[src/rtl/itsp_pkg.sv]
// Shared types, codes and helper functions for the INT stack parser.
package itsp_pkg;

  localparam int unsigned MAX_HOPS = 64;
  localparam int unsigned HOP_CAP  = (MAX_HOPS > 127) ? 127 : MAX_HOPS;
  localparam logic [3:0]  ITEM_NONE = 4'd10;
  localparam int unsigned FIFO_DEPTH = 4;
  localparam int unsigned FIFO_AW    = $clog2(FIFO_DEPTH);

  typedef enum logic [3:0] {
    K_SWITCH_ID = 4'd0, K_IN_PORT = 4'd1, K_OUT_PORT = 4'd2, K_LATENCY = 4'd3,
    K_QUEUE_ID = 4'd4, K_OCCUPANCY = 4'd5, K_IN_TIME = 4'd6, K_OUT_TIME = 4'd7,
    K_LV2_IN = 4'd8, K_LV2_OUT = 4'd9, K_TX_UTIL = 4'd10, K_L4S_MARK = 4'd11,
    K_L4S_DROP = 4'd12, K_MARK_PROB = 4'd13, K_CLOUD = 4'd14, K_SUMMARY = 4'd15
  } kind_e;

  typedef enum logic [1:0] {
    ST_OK = 2'd0, ST_HDR_TRUNC = 2'd1, ST_BAD_TYPE = 2'd2, ST_META_TRUNC = 2'd3
  } status_e;

  typedef struct packed {
    logic [31:0] word;
    logic        first_word;
    logic        last_word;
  } in_word_t;

  typedef struct packed {
    logic [3:0]  kind;
    logic [5:0]  hop_index;
    logic [63:0] value;
    logic [15:0] instruction_bits;
    logic [6:0]  hop_count;
    logic [31:0] sum_latency;
    logic [1:0]  status;
    logic        run_last;
  } result_t;

  // One parsed word: up to two data records and an optional summary.
  typedef struct packed {
    logic [1:0]  n_rec;
    logic [3:0]  kind0;
    logic [63:0] val0;
    logic [3:0]  kind1;
    logic [63:0] val1;
    logic [5:0]  hop;
    logic        sum;
    logic [15:0] bits;
    logic [6:0]  hops;
    logic [31:0] lat;
    logic [1:0]  status;
  } cmd_t;

  // Word count of a per-hop item (LV2 is item 6).
  function automatic logic [2:0] item_len(logic [3:0] it, logic wide);
    logic [2:0] l;
    case (it)
      4'd4, 4'd5, 4'd8: l = 3'd2;
      4'd6:             l = wide ? 3'd2 : 3'd1;
      4'd9:             l = 3'd7;
      default:          l = 3'd1;
    endcase
    return l;
  endfunction

  function automatic logic [4:0] hop_word_count(logic [15:0] bm);
    logic [4:0] s;
    s = '0;
    for (int i = 0; i < 10; i++) begin
      if (bm[15-i]) s = s + {2'b0, item_len(4'(i), 1'b0)};
    end
    return s;
  endfunction

  // First enabled item above it; ITEM_NONE if none.
  function automatic logic [3:0] next_item(logic [15:0] bm, logic [3:0] it);
    logic [3:0] r;
    r = ITEM_NONE;
    for (int i = 9; i >= 0; i--) begin
      if (i > int'(it) && bm[15-i]) r = 4'(i);
    end
    return r;
  endfunction

  function automatic logic [3:0] first_item(logic [15:0] bm);
    logic [3:0] r;
    r = ITEM_NONE;
    for (int i = 9; i >= 0; i--) begin
      if (bm[15-i]) r = 4'(i);
    end
    return r;
  endfunction

endpackage

[src/rtl/itsp_cmd_fifo.sv]
// Small queue of parsed words between the front and back parts.
module itsp_cmd_fifo (
  input  logic            clk_i,
  input  logic            rst_ni,
  input  logic            wr_i,
  input  itsp_pkg::cmd_t  wdata_i,
  input  logic            rd_i,
  output itsp_pkg::cmd_t  rdata_o,
  output logic            full_o,
  output logic            empty_o
);
  itsp_pkg::cmd_t mem_q [itsp_pkg::FIFO_DEPTH];
  logic [itsp_pkg::FIFO_AW-1:0] wp_q, rp_q;
  logic [itsp_pkg::FIFO_AW:0]   cnt_q;

  assign full_o  = (cnt_q == (itsp_pkg::FIFO_AW+1)'(itsp_pkg::FIFO_DEPTH));
  assign empty_o = (cnt_q == '0);
  assign rdata_o = mem_q[rp_q];

  always_ff @(posedge clk_i) begin
    if (wr_i && !full_o) mem_q[wp_q] <= wdata_i;
  end

  always_ff @(posedge clk_i or negedge rst_ni) begin
    if (!rst_ni) begin
      wp_q  <= '0;
      rp_q  <= '0;
      cnt_q <= '0;
    end else begin
      if (wr_i && !full_o) wp_q <= wp_q + 1'b1;
      if (rd_i && !empty_o) rp_q <= rp_q + 1'b1;
      cnt_q <= cnt_q + (itsp_pkg::FIFO_AW+1)'(wr_i && !full_o)
                     - (itsp_pkg::FIFO_AW+1)'(rd_i && !empty_o);
    end
  end
endmodule

[src/rtl/itsp_front.sv]
// Front part: header parsing, hop-count divide, metadata word classification.
module itsp_front (
  input  logic               clk_i,
  input  logic               rst_ni,
  input  logic               acc_i,
  input  itsp_pkg::in_word_t in_i,
  output logic               busy_o,
  output logic               cmd_wr_o,
  output itsp_pkg::cmd_t     cmd_o
);
  typedef enum logic [2:0] {PH_IDLE, PH_HBH0, PH_HBH1, PH_META, PH_DONE} phase_e;

  phase_e      phase_q, phase_d;
  logic [6:0]  hop_q, hop_d, hops_q, hops_d;
  logic [3:0]  item_q, item_d;
  logic [2:0]  sub_q, sub_d;
  logic [15:0] bm_q, bm_d;
  logic [7:0]  shim_q, shim_d;
  logic [4:0]  ml_q, ml_d;
  logic        wide_q, wide_d;
  logic [31:0] lat_q, lat_d, thi_q, thi_d;
  // restoring divider
  logic        dbusy_q, dbusy_d;
  logic [2:0]  dcnt_q, dcnt_d;
  logic [7:0]  dvd_q, dvd_d, quo_q, quo_d;
  logic [5:0]  rem_q, rem_d;
  logic [5:0]  rtry;

  itsp_pkg::cmd_t c;
  logic           wr;

  assign busy_o   = dbusy_q;
  assign cmd_wr_o = wr;
  assign cmd_o    = c;
  assign rtry     = {rem_q[4:0], dvd_q[7]};

  always_comb begin
    logic [31:0] w;
    logic [15:0] nbm;
    logic [4:0]  hw;
    logic [7:0]  q;
    logic [3:0]  nx;
    phase_d = phase_q; hop_d = hop_q; hops_d = hops_q; item_d = item_q; sub_d = sub_q;
    bm_d = bm_q; shim_d = shim_q; ml_d = ml_q; wide_d = wide_q; lat_d = lat_q;
    thi_d = thi_q;
    dbusy_d = dbusy_q; dcnt_d = dcnt_q; dvd_d = dvd_q; quo_d = quo_q; rem_d = rem_q;
    w = in_i.word; nbm = '0; hw = '0; q = '0; nx = '0;
    c = '0; wr = 1'b0;

    if (dbusy_q) begin
      if (rtry >= {1'b0, ml_q}) begin
        rem_d = rtry - {1'b0, ml_q};
        quo_d = {quo_q[6:0], 1'b1};
      end else begin
        rem_d = rtry;
        quo_d = {quo_q[6:0], 1'b0};
      end
      dvd_d  = {dvd_q[6:0], 1'b0};
      dcnt_d = dcnt_q + 1'b1;
      if (dcnt_q == 3'd7) dbusy_d = 1'b0;
    end

    if (acc_i) begin
      if (in_i.first_word) begin
        hop_d = '0; hops_d = '0; item_d = '0; sub_d = '0; bm_d = '0; ml_d = '0;
        wide_d = 1'b0; lat_d = '0; thi_d = '0;
        shim_d = w[15:8];
        c.bits = '0; c.hops = '0; c.lat = '0;
        if (w[31:24] > 8'd1) begin
          wr = 1'b1; c.sum = 1'b1; c.status = itsp_pkg::ST_BAD_TYPE;
          phase_d = PH_DONE;
        end else if (in_i.last_word) begin
          wr = 1'b1; c.sum = 1'b1; c.status = itsp_pkg::ST_HDR_TRUNC;
          phase_d = PH_DONE;
        end else begin
          phase_d = PH_HBH0;
        end
      end else begin
        case (phase_q)
          PH_HBH0: begin
            ml_d = w[12:8];
            phase_d = PH_HBH1;
            if (in_i.last_word) begin
              wr = 1'b1; c.sum = 1'b1; c.status = itsp_pkg::ST_HDR_TRUNC;
              c.bits = bm_q; c.hops = hops_q; c.lat = lat_q;
              phase_d = PH_DONE;
            end else begin
              dbusy_d = 1'b1; dcnt_d = '0; quo_d = '0; rem_d = '0;
              dvd_d = (shim_q >= 8'd3) ? shim_q - 8'd3 : 8'd0;
            end
          end
          PH_HBH1: begin
            nbm = w[31:16];
            bm_d = nbm;
            q = (shim_q < 8'd3 || ml_q == '0) ? 8'd0 : quo_q;
            hops_d = (q > 8'(itsp_pkg::HOP_CAP)) ? 7'(itsp_pkg::HOP_CAP) : q[6:0];
            hw = itsp_pkg::hop_word_count(nbm);
            wide_d = nbm[15-6] && (ml_q == hw + 5'd1);
            item_d = itsp_pkg::first_item(nbm);
            sub_d = '0; hop_d = '0;
            c.bits = nbm; c.hops = hops_d; c.lat = lat_q;
            if (hops_d == '0 || hw == '0) begin
              wr = 1'b1; c.sum = 1'b1; c.status = itsp_pkg::ST_OK; phase_d = PH_DONE;
            end else begin
              phase_d = PH_META;
              if (in_i.last_word) begin
                wr = 1'b1; c.sum = 1'b1; c.status = itsp_pkg::ST_META_TRUNC;
                phase_d = PH_DONE;
              end
            end
          end
          PH_META: begin
            c.hop = hop_q[5:0];
            case (item_q)
              4'd0: begin c.n_rec = 2'd1; c.kind0 = itsp_pkg::K_SWITCH_ID; c.val0 = 64'(w); end
              4'd1: begin
                c.n_rec = 2'd2; c.kind0 = itsp_pkg::K_IN_PORT; c.val0 = 64'(w[31:16]);
                c.kind1 = itsp_pkg::K_OUT_PORT; c.val1 = 64'(w[15:0]);
              end
              4'd2: begin
                c.n_rec = 2'd1; c.kind0 = itsp_pkg::K_LATENCY; c.val0 = 64'(w);
                lat_d = lat_q + w;
              end
              4'd3: begin
                c.n_rec = 2'd2; c.kind0 = itsp_pkg::K_QUEUE_ID; c.val0 = 64'(w[31:24]);
                c.kind1 = itsp_pkg::K_OCCUPANCY; c.val1 = 64'(w[23:0]);
              end
              4'd4, 4'd5: begin
                if (sub_q == '0) thi_d = w;
                else begin
                  c.n_rec = 2'd1; c.val0 = {thi_q, w};
                  c.kind0 = (item_q == 4'd4) ? itsp_pkg::K_IN_TIME : itsp_pkg::K_OUT_TIME;
                end
              end
              4'd6: begin
                if (wide_q) begin
                  c.n_rec = 2'd1; c.val0 = 64'(w);
                  c.kind0 = (sub_q == '0) ? itsp_pkg::K_LV2_IN : itsp_pkg::K_LV2_OUT;
                end else begin
                  c.n_rec = 2'd2; c.kind0 = itsp_pkg::K_LV2_IN; c.val0 = 64'(w[31:16]);
                  c.kind1 = itsp_pkg::K_LV2_OUT; c.val1 = 64'(w[15:0]);
                end
              end
              4'd7: begin c.n_rec = 2'd1; c.kind0 = itsp_pkg::K_TX_UTIL; c.val0 = 64'(w); end
              4'd8: begin
                if (sub_q == '0) begin
                  c.n_rec = 2'd2; c.kind0 = itsp_pkg::K_L4S_MARK; c.val0 = 64'(w[31:16]);
                  c.kind1 = itsp_pkg::K_L4S_DROP; c.val1 = 64'(w[15:0]);
                end else begin
                  c.n_rec = 2'd1; c.kind0 = itsp_pkg::K_MARK_PROB; c.val0 = 64'(w);
                end
              end
              4'd9: begin c.n_rec = 2'd1; c.kind0 = itsp_pkg::K_CLOUD; c.val0 = 64'(w); end
              default: ;
            endcase
            // step to the next word of the hop, wrapping to the next hop
            if (sub_q + 3'd1 < itsp_pkg::item_len(item_q, wide_q)) begin
              sub_d = sub_q + 3'd1;
            end else begin
              sub_d = '0;
              nx = itsp_pkg::next_item(bm_q, item_q);
              if (nx == itsp_pkg::ITEM_NONE) begin
                hop_d = hop_q + 7'd1;
                item_d = itsp_pkg::first_item(bm_q);
              end else begin
                item_d = nx;
              end
            end
            c.bits = bm_q; c.hops = hops_q; c.lat = lat_d;
            if (hop_d >= hops_q) begin
              c.sum = 1'b1; c.status = itsp_pkg::ST_OK; phase_d = PH_DONE;
            end else if (in_i.last_word) begin
              c.sum = 1'b1; c.status = itsp_pkg::ST_META_TRUNC; phase_d = PH_DONE;
            end
            wr = c.sum || (c.n_rec != '0);
          end
          default: ;
        endcase
      end
    end
  end

  always_ff @(posedge clk_i or negedge rst_ni) begin
    if (!rst_ni) begin
      phase_q <= PH_IDLE; hop_q <= '0; hops_q <= '0; item_q <= '0; sub_q <= '0;
      bm_q <= '0; shim_q <= '0; ml_q <= '0; wide_q <= 1'b0; lat_q <= '0; thi_q <= '0;
      dbusy_q <= 1'b0; dcnt_q <= '0; dvd_q <= '0; quo_q <= '0; rem_q <= '0;
    end else begin
      phase_q <= phase_d; hop_q <= hop_d; hops_q <= hops_d; item_q <= item_d;
      sub_q <= sub_d; bm_q <= bm_d; shim_q <= shim_d; ml_q <= ml_d; wide_q <= wide_d;
      lat_q <= lat_d; thi_q <= thi_d;
      dbusy_q <= dbusy_d; dcnt_q <= dcnt_d; dvd_q <= dvd_d; quo_q <= quo_d;
      rem_q <= rem_d;
    end
  end
endmodule

[src/rtl/itsp_back.sv]
// Back part: expands queued parse commands into result words.
module itsp_back (
  input  logic              clk_i,
  input  logic              rst_ni,
  input  itsp_pkg::cmd_t    cmd_i,
  input  logic              cmd_empty_i,
  output logic              cmd_rd_o,
  input  logic              pop_i,
  output logic              empty_o,
  output itsp_pkg::result_t result_o
);
  itsp_pkg::cmd_t    ent_q, ent_d;
  logic              ent_v_q, ent_v_d;
  logic [1:0]        pos_q, pos_d;
  itsp_pkg::result_t out_q, out_d, r;
  logic              out_v_q, out_v_d;
  logic              take, load, done;
  logic [1:0]        cnt;

  assign empty_o  = !out_v_q;
  assign result_o = out_q;
  assign take     = pop_i && out_v_q;
  assign cnt      = ent_q.n_rec + 2'(ent_q.sum);
  assign load     = ent_v_q && (!out_v_q || take);
  assign done     = load && (pos_q == cnt - 2'd1);
  assign cmd_rd_o = (!ent_v_q || done) && !cmd_empty_i;

  always_comb begin
    r = '0;
    if (pos_q < ent_q.n_rec) begin
      r.hop_index = ent_q.hop;
      r.kind  = (pos_q == '0) ? ent_q.kind0 : ent_q.kind1;
      r.value = (pos_q == '0) ? ent_q.val0 : ent_q.val1;
    end else begin
      r.kind = itsp_pkg::K_SUMMARY;
      r.instruction_bits = ent_q.bits;
      r.hop_count = ent_q.hops;
      r.sum_latency = ent_q.lat;
      r.status = ent_q.status;
      r.run_last = 1'b1;
    end
    out_d = load ? r : out_q;
    out_v_d = load ? 1'b1 : (take ? 1'b0 : out_v_q);
    ent_d = ent_q; ent_v_d = ent_v_q; pos_d = pos_q;
    if (load) pos_d = pos_q + 2'd1;
    if (done) ent_v_d = 1'b0;
    if (cmd_rd_o) begin
      ent_d = cmd_i; ent_v_d = 1'b1; pos_d = '0;
    end
  end

  always_ff @(posedge clk_i) begin
    ent_q <= ent_d;
    out_q <= out_d;
  end

  always_ff @(posedge clk_i or negedge rst_ni) begin
    if (!rst_ni) begin
      ent_v_q <= 1'b0; pos_q <= '0; out_v_q <= 1'b0;
    end else begin
      ent_v_q <= ent_v_d; pos_q <= pos_d; out_v_q <= out_v_d;
    end
  end
endmodule

[src/rtl/int_telemetry_stack_parser.sv]
// Top level of the INT metadata stack parser: front, command queue, back.
//
//  channel  | handshake          | payload
//  ---------+--------------------+---------------------------------
//  input    | push / full        | word_i   (itsp_pkg::in_word_t)
//  result   | pop / empty        | result_o (itsp_pkg::result_t)
//
// One word per cycle is taken while the command queue has room, except after the first
// hop-by-hop header word: full stays high while the bit-serial divider forms the hop count.
// Each word yields 0 to 3 results, drained one per cycle by the back part while pop is high;
// a 4-entry command queue lets the front run ahead of a stalled result side.
// Reset clears all parse state; a first_word restarts parsing at any time.
module int_telemetry_stack_parser (
  input  logic              clk_i,
  input  logic              rst_ni,
  input  logic              push,
  output logic              full,
  input  itsp_pkg::in_word_t word_i,
  output logic              empty,
  input  logic              pop,
  output itsp_pkg::result_t result_o
);
  logic           busy, acc;
  logic           cwr, crd, cfull, cempty;
  itsp_pkg::cmd_t cwdata, crdata;

  // queue full blocks every word, even ones that make no command
  assign full = cfull || busy;
  assign acc  = push && !full;

  itsp_front u_front (
    .clk_i    (clk_i),
    .rst_ni   (rst_ni),
    .acc_i    (acc),
    .in_i     (word_i),
    .busy_o   (busy),
    .cmd_wr_o (cwr),
    .cmd_o    (cwdata)
  );

  itsp_cmd_fifo u_fifo (
    .clk_i   (clk_i),
    .rst_ni  (rst_ni),
    .wr_i    (cwr),
    .wdata_i (cwdata),
    .rd_i    (crd),
    .rdata_o (crdata),
    .full_o  (cfull),
    .empty_o (cempty)
  );

  itsp_back u_back (
    .clk_i       (clk_i),
    .rst_ni      (rst_ni),
    .cmd_i       (crdata),
    .cmd_empty_i (cempty),
    .cmd_rd_o    (crd),
    .pop_i       (pop),
    .empty_o     (empty),
    .result_o    (result_o)
  );
endmodule

[config.mk]
export PLATFORM = sky130hd
export DESIGN_NAME = int_telemetry_stack_parser
export DESIGN_NICKNAME = d
export VERILOG_FILES = /design/src/rtl/itsp_pkg.sv /design/src/rtl/itsp_cmd_fifo.sv /design/src/rtl/itsp_front.sv /design/src/rtl/itsp_back.sv /design/src/rtl/int_telemetry_stack_parser.sv
export SDC_FILE = /design/constraint.sdc
export NUM_CORES = 1
export LEC_CHECK = 0
export ABC_CLOCK_PERIOD_IN_PS = 34100
export BUFFER_PORTS_ARGS = -buffer_cell sky130_fd_sc_hd__clkbuf_2
export CORE_UTILIZATION = 38
export CTS_CLUSTER_SIZE = 8
export DETAILED_ROUTE_END_ITERATION = 7
export GPL_ROUTABILITY_DRIVEN = 0
export PLACE_DENSITY = 0.49
export SLEW_MARGIN = 10
export SYNTH_ARGS = -nofsm -noshare
export SYNTH_HDL_FRONTEND = slang
export SYNTH_SLANG_ARGS = --single-unit
export TNS_END_PERCENT = 100
[constraint.sdc]
create_clock -name clk_i -period 34.1 [get_ports clk_i]
set_clock_uncertainty 0.2 [all_clocks]
set_input_delay 1.705 -clock clk_i [delete_from_list [all_inputs] [get_ports clk_i]]
set_output_delay 1.705 -clock clk_i [all_outputs]
set_load 0.02 [all_outputs]
==> results.sh, run 1 <==
export IMPL_status="finished clean"
export IMPL_ir_worst_vdd_uv=56.8
export IMPL_synthFlopType="edfxtp_1"
export IMPL_synth_top_cell_area_share_pct=62.4
export IMPL_core_um2=118000
export IMPL_required_ns=34.27
export IMPL_met2_usage_pct=30.9
export IMPL_drv_cap=0
export IMPL_start_util_pct=38.4
export IMPL_grt_max_degree=120
export IMPL_crit_type="primary input to register"
export IMPL_maxSlewHeadroom_pct=19.7
export IMPL_wirelength_mm=116
export IMPL_nFillCells=10300
export IMPL_rrSetupSlack_ns=26.45
export IMPL_cts_tree="built"
export IMPL_fin_crit_ns=9.91
export IMPL_drt_vias_per_instance=5.47
export IMPL_root_buffer="clkbuf_16"
export IMPL_async_flop_share_pct=14.1
export IMPL_critPathMaxFanout=63
export IMPL_antenna_found_initial=10
export IMPL_firstDrtPassIters=6
export IMPL_syn_instance_count=2792
export IMPL_dp_hpwl_mm=71.9
export IMPL_worst_pin_slew_ns=1.20
export IMPL_hp_class="register to register"
export IMPL_ys_ff_latch=1096
export IMPL_avgSynthCellArea_um2=16.2
export IMPL_finalCritPeriodShare_pct=29.1
export IMPL_grt_pass1_wl_mm=173
export IMPL_synth_most_common_cell="edfxtp_1"
export IMPL_first_iter_violations=2084
export IMPL_p_leak_nw=18.9
export IMPL_end_kind="register"
export IMPL_num_rows=126
export IMPL_die_y_um=347
export IMPL_use_met1_pct=26.8
export IMPL_fmax_mhz=101
export IMPL_setup_tns_ns=0
export IMPL_critical_path_arrival_ns=10.08
export IMPL_htree_num_levels=4
export IMPL_setup_viol=0
export IMPL_wl_per_cell_um=24.9
export IMPL_syn2layout_area_growth_pct=16.0
export IMPL_synth_seq_area_share_pct=70.9
export IMPL_dieArea_um2=121000
export IMPL_remaining_drc_errors=0
export IMPL_synth_edf_count=942
export IMPL_grt_remaining_overflow=0
export IMPL_synth_warning_count=0
export IMPL_cts_buffers_inserted=155
export IMPL_fin_nets=3133
export IMPL_hold_violations=0
export IMPL_r2r_end="u_fifo.mem_q[0][58]$_DFFE_PP_"
export IMPL_drtAntennaViolNets=0
export IMPL_clkLatencyLatePin_ns=0.77
export IMPL_crit_path_start_kind="primary input"
export IMPL_synth_area_leaders="edfxtp_1 62%, dfrtp_1 8.5%, mux4_2 8.1%, ha_1 2.0%, and2_1 1.9%"
export IMPL_grt_met3_usage_pct=3.72
export IMPL_maxSlewViolCount=0
export IMPL_synth_top_area_cell="edfxtp_1"
export IMPL_pin_count=172
export IMPL_synth_nets=2904
export IMPL_multi_input_area_um2=12500
export IMPL_crit_end="u_fifo.mem_q[0][58]$_DFFE_PP_"
export IMPL_io_buffers=171
export IMPL_final_cells=4668
export IMPL_track_usage_pct=19.4
export IMPL_drive_gt1_share_pct=19.2
export IMPL_synth_area_um2=45300
export IMPL_clk_pin_slew_ns=0.05
export IMPL_num_antenna_cells=0
export IMPL_reg2reg_from="u_front.item_q[2]$_DFFE_PN0P_"
export IMPL_ctsLongestPathBuffers=3
export IMPL_synth_commonest_cells="942 x edfxtp_1, 169 x nor2_1, 168 x nand2_1"
export IMPL_regArea_um2=32100
export IMPL_cts_num_sinks=1096
export IMPL_hold_buffers=0
export IMPL_post_cts_buffers=0
export IMPL_grt_pass1_vias=26500
export IMPL_rsz0062_at_grt="no"
export IMPL_grt_busiest_layer="met2"
export IMPL_rr_worst_depth=23
export IMPL_cp_startpoint="word_i[32]"
export IMPL_power_density_nw_per_um2=90.3
export IMPL_vias=25500
export IMPL_post_synth_num_cell_types=79
export IMPL_cts_resized=0
export IMPL_dp_cells=4400
export IMPL_die_w_um=347
[cells in the final DEF, fill, tap and decap left out, types with 6 or more instances in the layout]
| cell type | count |
|---|---|
| a222oi_1 | 8 |
| a211oi_1 | 20 |
| a32o_1 | 9 |
| a22o_1 | 61 |
| nand2b_1 | 13 |
| mux2_2 | 13 |
| nor4_1 | 8 |
| nand4_1 | 8 |
| o21ai_0 | 81 |
| ha_1 | 70 |
| or4_1 | 7 |
| and3_1 | 57 |
| xnor2_1 | 37 |
| dfrtp_1 | 152 |
| mux2i_1 | 48 |
| clkbuf_1 | 95 |
| nor3b_1 | 6 |
| a21oi_1 | 84 |
| xor2_1 | 30 |
| o21a_1 | 7 |
| o31ai_1 | 11 |
| nor3_1 | 29 |
| a21o_1 | 31 |
| nand3_1 | 34 |
| clkbuf_2 | 170 |
| mux4_2 | 162 |
| nor2_1 | 167 |
| buf_4 | 47 |
| a31oi_1 | 11 |
| and2_1 | 141 |
| a22oi_1 | 50 |
| nor2b_1 | 11 |
| nand2_1 | 168 |
| inv_1 | 56 |
| clkbuf_16 | 156 |
| edfxtp_1 | 942 |
[worst min-delay path by stage]
| stage | startpoint | to | slack [ns] | cells after the start |
|---|---|---|---|---|
| 2_1_floorplan | u_front.thi_q[23]$_DFFE_PN0P_ | u_front.thi_q[23]$_DFFE_PN0P_ | 0.24 | 2 |
| 3_3_place_gp | u_front.thi_q[22]$_DFFE_PN0P_ | u_front.thi_q[22]$_DFFE_PN0P_ | 0.26 | 2 |
| 3_5_place_dp | u_front.thi_q[11]$_DFFE_PN0P_ | u_front.thi_q[11]$_DFFE_PN0P_ | 0.26 | 2 |
| 4_1_cts | u_front.thi_q[11]$_DFFE_PN0P_ | u_front.thi_q[11]$_DFFE_PN0P_ | 0.27 | 2 |
| 5_1_grt | u_front.thi_q[12]$_DFFE_PN0P_ | u_front.thi_q[12]$_DFFE_PN0P_ | 0.31 | 2 |
| 6_report | u_front.thi_q[11]$_DFFE_PN0P_ | u_front.thi_q[11]$_DFFE_PN0P_ | 0.27 | 2 |
[cell type report]
type | instances | share of cell area, %
timing repair buffer | 219 | 2.35
clock buffer | 253 | 8.16
clock inverter | 15 | 0.524
tap | 1536 | 3.66
inverter | 59 | 0.431
multi-input combinational | 1490 | 23.7
sequential | 1096 | 61.2
[power breakdown]
group	internal, mW	leakage, nW	switching, mW	total (mW)
combinational	0.470	5.85	0.800	1.27
clock	0.859	2.17	0.567	1.43
sequential	1.90	10.9	0.157	2.05
total	3.22	18.9	1.52	4.75
[state kept, by name, indices dropped and copies added, names as in the netlist, 16 cells and up]
| name | count |
|---|---|
| u_fifo.mem_q | 648 |
| u_back.ent_q | 162 |
| u_back.result_o | 132 |
| u_front.lat_q | 32 |
| u_front.thi_q | 32 |
| u_front.bm_q | 16 |
[stage by stage]
step	hold slack (ns)	cell area, um2	total power [mW]	setup slack (ns)	utilization, %
2_1_floorplan	0.240	45300	2.98	14.97	-
3_3_place_gp	0.262	48000	3.36	23.66	40.6
3_5_place_dp	0.264	48000	3.38	23.30	40.7
4_1_cts	0.274	52600	4.83	24.12	44.5
5_1_grt	0.314	52600	5.00	23.76	44.5
6_report	0.268	52600	4.75	24.19	44.5
[metal layers]
metal	vias to the layer above	routed length (um)	part of all wire, %
met1	13300	52300	45
met3	165	5860	5.0
met5	-	84	0.072
met2	765	55400	48
li1	11300	-	-
met4	12	2700	2.3
[critical path, cell delays in order]
cell	delay (ns)
clkbuf_2	0.39
inv_1	0.17
ha_1	0.39
xor2_1	0.17
ha_1	0.30
nand2_1	0.09
o31ai_4	0.13
xnor3_1	0.39
ha_1	0.37
mux2_2	0.28
ha_1	0.28
inv_1	0.04
a21oi_1	0.15
o31a_4	0.22
xnor2_1	0.11
ha_1	0.26
nor2b_1	0.15
nand4_1	0.14
o2111ai_1	0.19
a311o_1	0.35
a22oi_1	0.26
or2_2	0.22
o211ai_2	0.18
o22a_1	0.45
a21boi_4	0.22
buf_4	0.54
buf_4	0.90
buf_4	0.86
[logic make-up after synthesis]
kind of cell	Yosys count	share of synthesized area, %
flops	1096	70.9
simple gates	672	7.33
fa+ha+maj	74	2.09
xor+xnor	72	1.52
buf+inv	206	1.71
mux	224	9.47
compound gates	448	6.93
Power figures use the tool's default switching activity.
==> inputs of run 2 (changes only) <==
--- a/config.mk
+++ b/config.mk
@@ -5,13 +5,13 @@
 export SDC_FILE = /design/constraint.sdc
 export NUM_CORES = 1
 export LEC_CHECK = 0
-export ABC_CLOCK_PERIOD_IN_PS = 34100
+export ABC_CLOCK_PERIOD_IN_PS = 8960
 export BUFFER_PORTS_ARGS = -buffer_cell sky130_fd_sc_hd__clkbuf_2
 export CORE_UTILIZATION = 38
 export CTS_CLUSTER_SIZE = 8
 export DETAILED_ROUTE_END_ITERATION = 7
 export GPL_ROUTABILITY_DRIVEN = 0
-export PLACE_DENSITY = 0.49
+export PLACE_DENSITY = 0.51
 export SLEW_MARGIN = 10
 export SYNTH_ARGS = -nofsm -noshare
 export SYNTH_HDL_FRONTEND = slang
==> constraint.sdc (replaced) <==
create_clock -name clk_i -period 8.96 [get_ports clk_i]
set_clock_uncertainty 0.2 [all_clocks]
set_input_delay 0.448 -clock clk_i [delete_from_list [all_inputs] [get_ports clk_i]]
set_output_delay 0.448 -clock clk_i [all_outputs]
set_load 0.02 [all_outputs]
==> results.sh, run 2 (synthesis results as in run 1) <==
export IMPL_status="finished with violations"
export IMPL_violations="design-rule violations"
export IMPL_core_um2=118000
export IMPL_finalCritPeriodShare_pct=78.8
export IMPL_cts_buffers_inserted=155
export IMPL_post_place_ws_ns=1.20
export IMPL_hp_class="primary input to register"
export IMPL_crit_type="primary input to register"
export IMPL_grt_pass1_wl_mm=173
export IMPL_power_frac_clock_pct=29.8
export IMPL_setup_viol=0
export IMPL_wl_per_cell_um=24.8
export IMPL_reg2reg_from="u_front.item_q[3]$_DFFE_PN0P_"
export IMPL_track_usage_pct=19.4
export IMPL_drive_gt1_share_pct=19.0
export IMPL_p_comb_share_pct=27.1
export IMPL_switching_share_pct=32.2
export IMPL_antenna_found_initial=8
export IMPL_die_w_um=347
export IMPL_start_util_pct=38.4
export IMPL_hp_start="word_i[1]"
export IMPL_syn2layout_area_growth_pct=16.4
export IMPL_largest_register_ffs=648
export IMPL_grt_remaining_overflow=0
export IMPL_power_density_nw_per_um2=343
export IMPL_crit_path_start_kind="primary input"
export IMPL_htree_num_levels=4
export IMPL_p_leak_nw=19.0
export IMPL_multi_input_area_um2=12500
export IMPL_drt_vias_per_instance=5.47
export IMPL_nFillCells=10200
export IMPL_regArea_um2=32100
export IMPL_dieArea_um2=121000
export IMPL_required_ns=9.14
export IMPL_first_iter_violations=2272
export IMPL_cts_resized=0
export IMPL_slowest_delay_ns=0.59
export IMPL_fmax_mhz=142
export IMPL_firstDrtPassIters=8
export IMPL_rr_worst_depth=20
export IMPL_crit_end="u_fifo.mem_q[1][81]$_DFFE_PP_"
export IMPL_pin_count=172
export IMPL_most_common_layout_cells="942 x edfxtp_1, 170 x clkbuf_2, 168 x nor2_1, 168 x nand2_1, 162 x mux4_2"
export IMPL_power_mw=18.1
export IMPL_largest_register="u_fifo.mem_q"
export IMPL_cts_tree="built"
export IMPL_maxSlewViolCount=0
export IMPL_maxSlewHeadroom_pct=24.0
export IMPL_remaining_drc_errors=2
export IMPL_vias=25600
export IMPL_hold_violations=0
export IMPL_r2r_end="u_fifo.mem_q[3][45]$_DFFE_PP_"
export IMPL_num_rows=126
export IMPL_critPathMostFrequentCell="ha_1"
export IMPL_fin_crit_ns=7.06
export IMPL_ctsLongestPathBuffers=3
export IMPL_cp_startpoint="word_i[32]"
export IMPL_power_internal_mw=12.3
export IMPL_die_y_um=347
export IMPL_rsz0062_at_grt="no"
export IMPL_worst_slack_ns=1.90
export IMPL_io_buffers=171
export IMPL_clk_pin_slew_ns=0.05
export IMPL_ir_worst_vdd_uv=238
export IMPL_root_buffer="clkbuf_16"
export IMPL_critPathMaxFanout=26
export IMPL_grt_pass1_vias=26500
export IMPL_end_kind="register"
export IMPL_p_switching_mw=5.82
export IMPL_wirelength_mm=116
export IMPL_rrSetupSlack_ns=2.67
export IMPL_hold_depth=3
export IMPL_final_common_cell="edfxtp_1"
export IMPL_seqPwrFrac_pct=43.1
export IMPL_fin_nets=3145
export IMPL_cts_num_sinks=1096
export IMPL_clkLatencyLatePin_ns=0.76
export IMPL_cp_slowest_cell="a21boi_4"
export IMPL_dp_hpwl_mm=71.0
export IMPL_worst_pin_slew_ns=1.14
export IMPL_drv_cap=0
export IMPL_drtAntennaViolNets=0
export IMPL_grt_max_degree=105
export IMPL_critical_path_arrival_ns=7.24
run 2: cell types whose count changed in the layout (fill, tap and decap cells not counted), sizes merged:
cell         previous run  this run
buf                    49        48
clkbuf                423       415
clkinv                  7         8
diode                   0         6
dlygate4sd3             0        13
run 2: how the worst min path moves through the flow:
stage                                    end  slack (ns)
3_3_place_gp   u_front.lat_q[24]$_DFFE_PN0P_        0.24
4_1_cts          u_front.bm_q[7]$_DFFE_PN0P_        0.02
6_report         u_front.bm_q[7]$_DFFE_PN0P_        0.07
5_1_grt        u_front.thi_q[31]$_DFFE_PN0P_        0.05
3_5_place_dp   u_front.lat_q[24]$_DFFE_PN0P_        0.25
2_1_floorplan     u_back.ent_v_q$_DFFE_PN0P_       -0.05
run 2: final cells by class:
type / instances / area share (%)
Antenna cell: 6 / 0.0285
Sequential cell: 1096 / 60.9
Clock inverter: 16 / 0.529
Clock buffer: 245 / 8.01
Multi-Input combinational cell: 1490 / 23.6
Tap cell: 1536 / 3.64
Inverter: 59 / 0.429
Timing Repair Buffer: 231 / 2.79
run 2: power by group through the flow:
stage               Sequential (mW)  Clock, mW  Combinational (mW)
detailed placement             7.89          0                5.00
global placement               7.84          0                4.93
finish                         7.78       5.39                4.90
CTS                            7.80       5.53                5.02
global route                   7.91       5.74                5.34
floorplan                      8.11          0                3.09
run 2: critical path, delay by kind of cell:
kind / cells / cell delay (ns)
AO/OA/AOI/OAI: 9 / 2.48
adder cells (fa/ha/maj): 5 / 1.60
buffers and inverters: 4 / 1.11
XOR/XNOR: 3 / 0.65
AND/OR/NAND/NOR: 4 / 0.60
multiplexers: 1 / 0.28
run 2: metal layers:
layer / track usage [%] / vias to the layer above / wire length (um)
met5: 0 / - / 58
met1: 26.1 / 13200 / 50700
li1: - / 11400 / -
met4: 7.24 / 10 / 3610
met3: 3.72 / 210 / 6370
met2: 31.1 / 807 / 55400
run 2: metrics by stage:
| stage | std cells | cell area, um2 | util (%) | hold WS, ns | TNS [ns] |
|---|---|---|---|---|---|
| after floorplan | 2792 | 45300 | - | -0.0476 | -764.28 |
| after global placement | 4399 | 48100 | 40.7 | 0.236 | 0 |
| after detailed placement | 4399 | 48100 | 40.7 | 0.245 | 0 |
| after CTS | 4673 | 52700 | 44.7 | 0.0183 | 0 |
| after global routing | 4674 | 52700 | 44.7 | 0.0453 | 0 |
| final | 4679 | 52700 | 44.7 | 0.0734 | 0 |
run 2: what timing repair did:
item	CTS	global route
buffers inserted	0	0
hold buffers	13	0
hold endpoints to repair	57	0
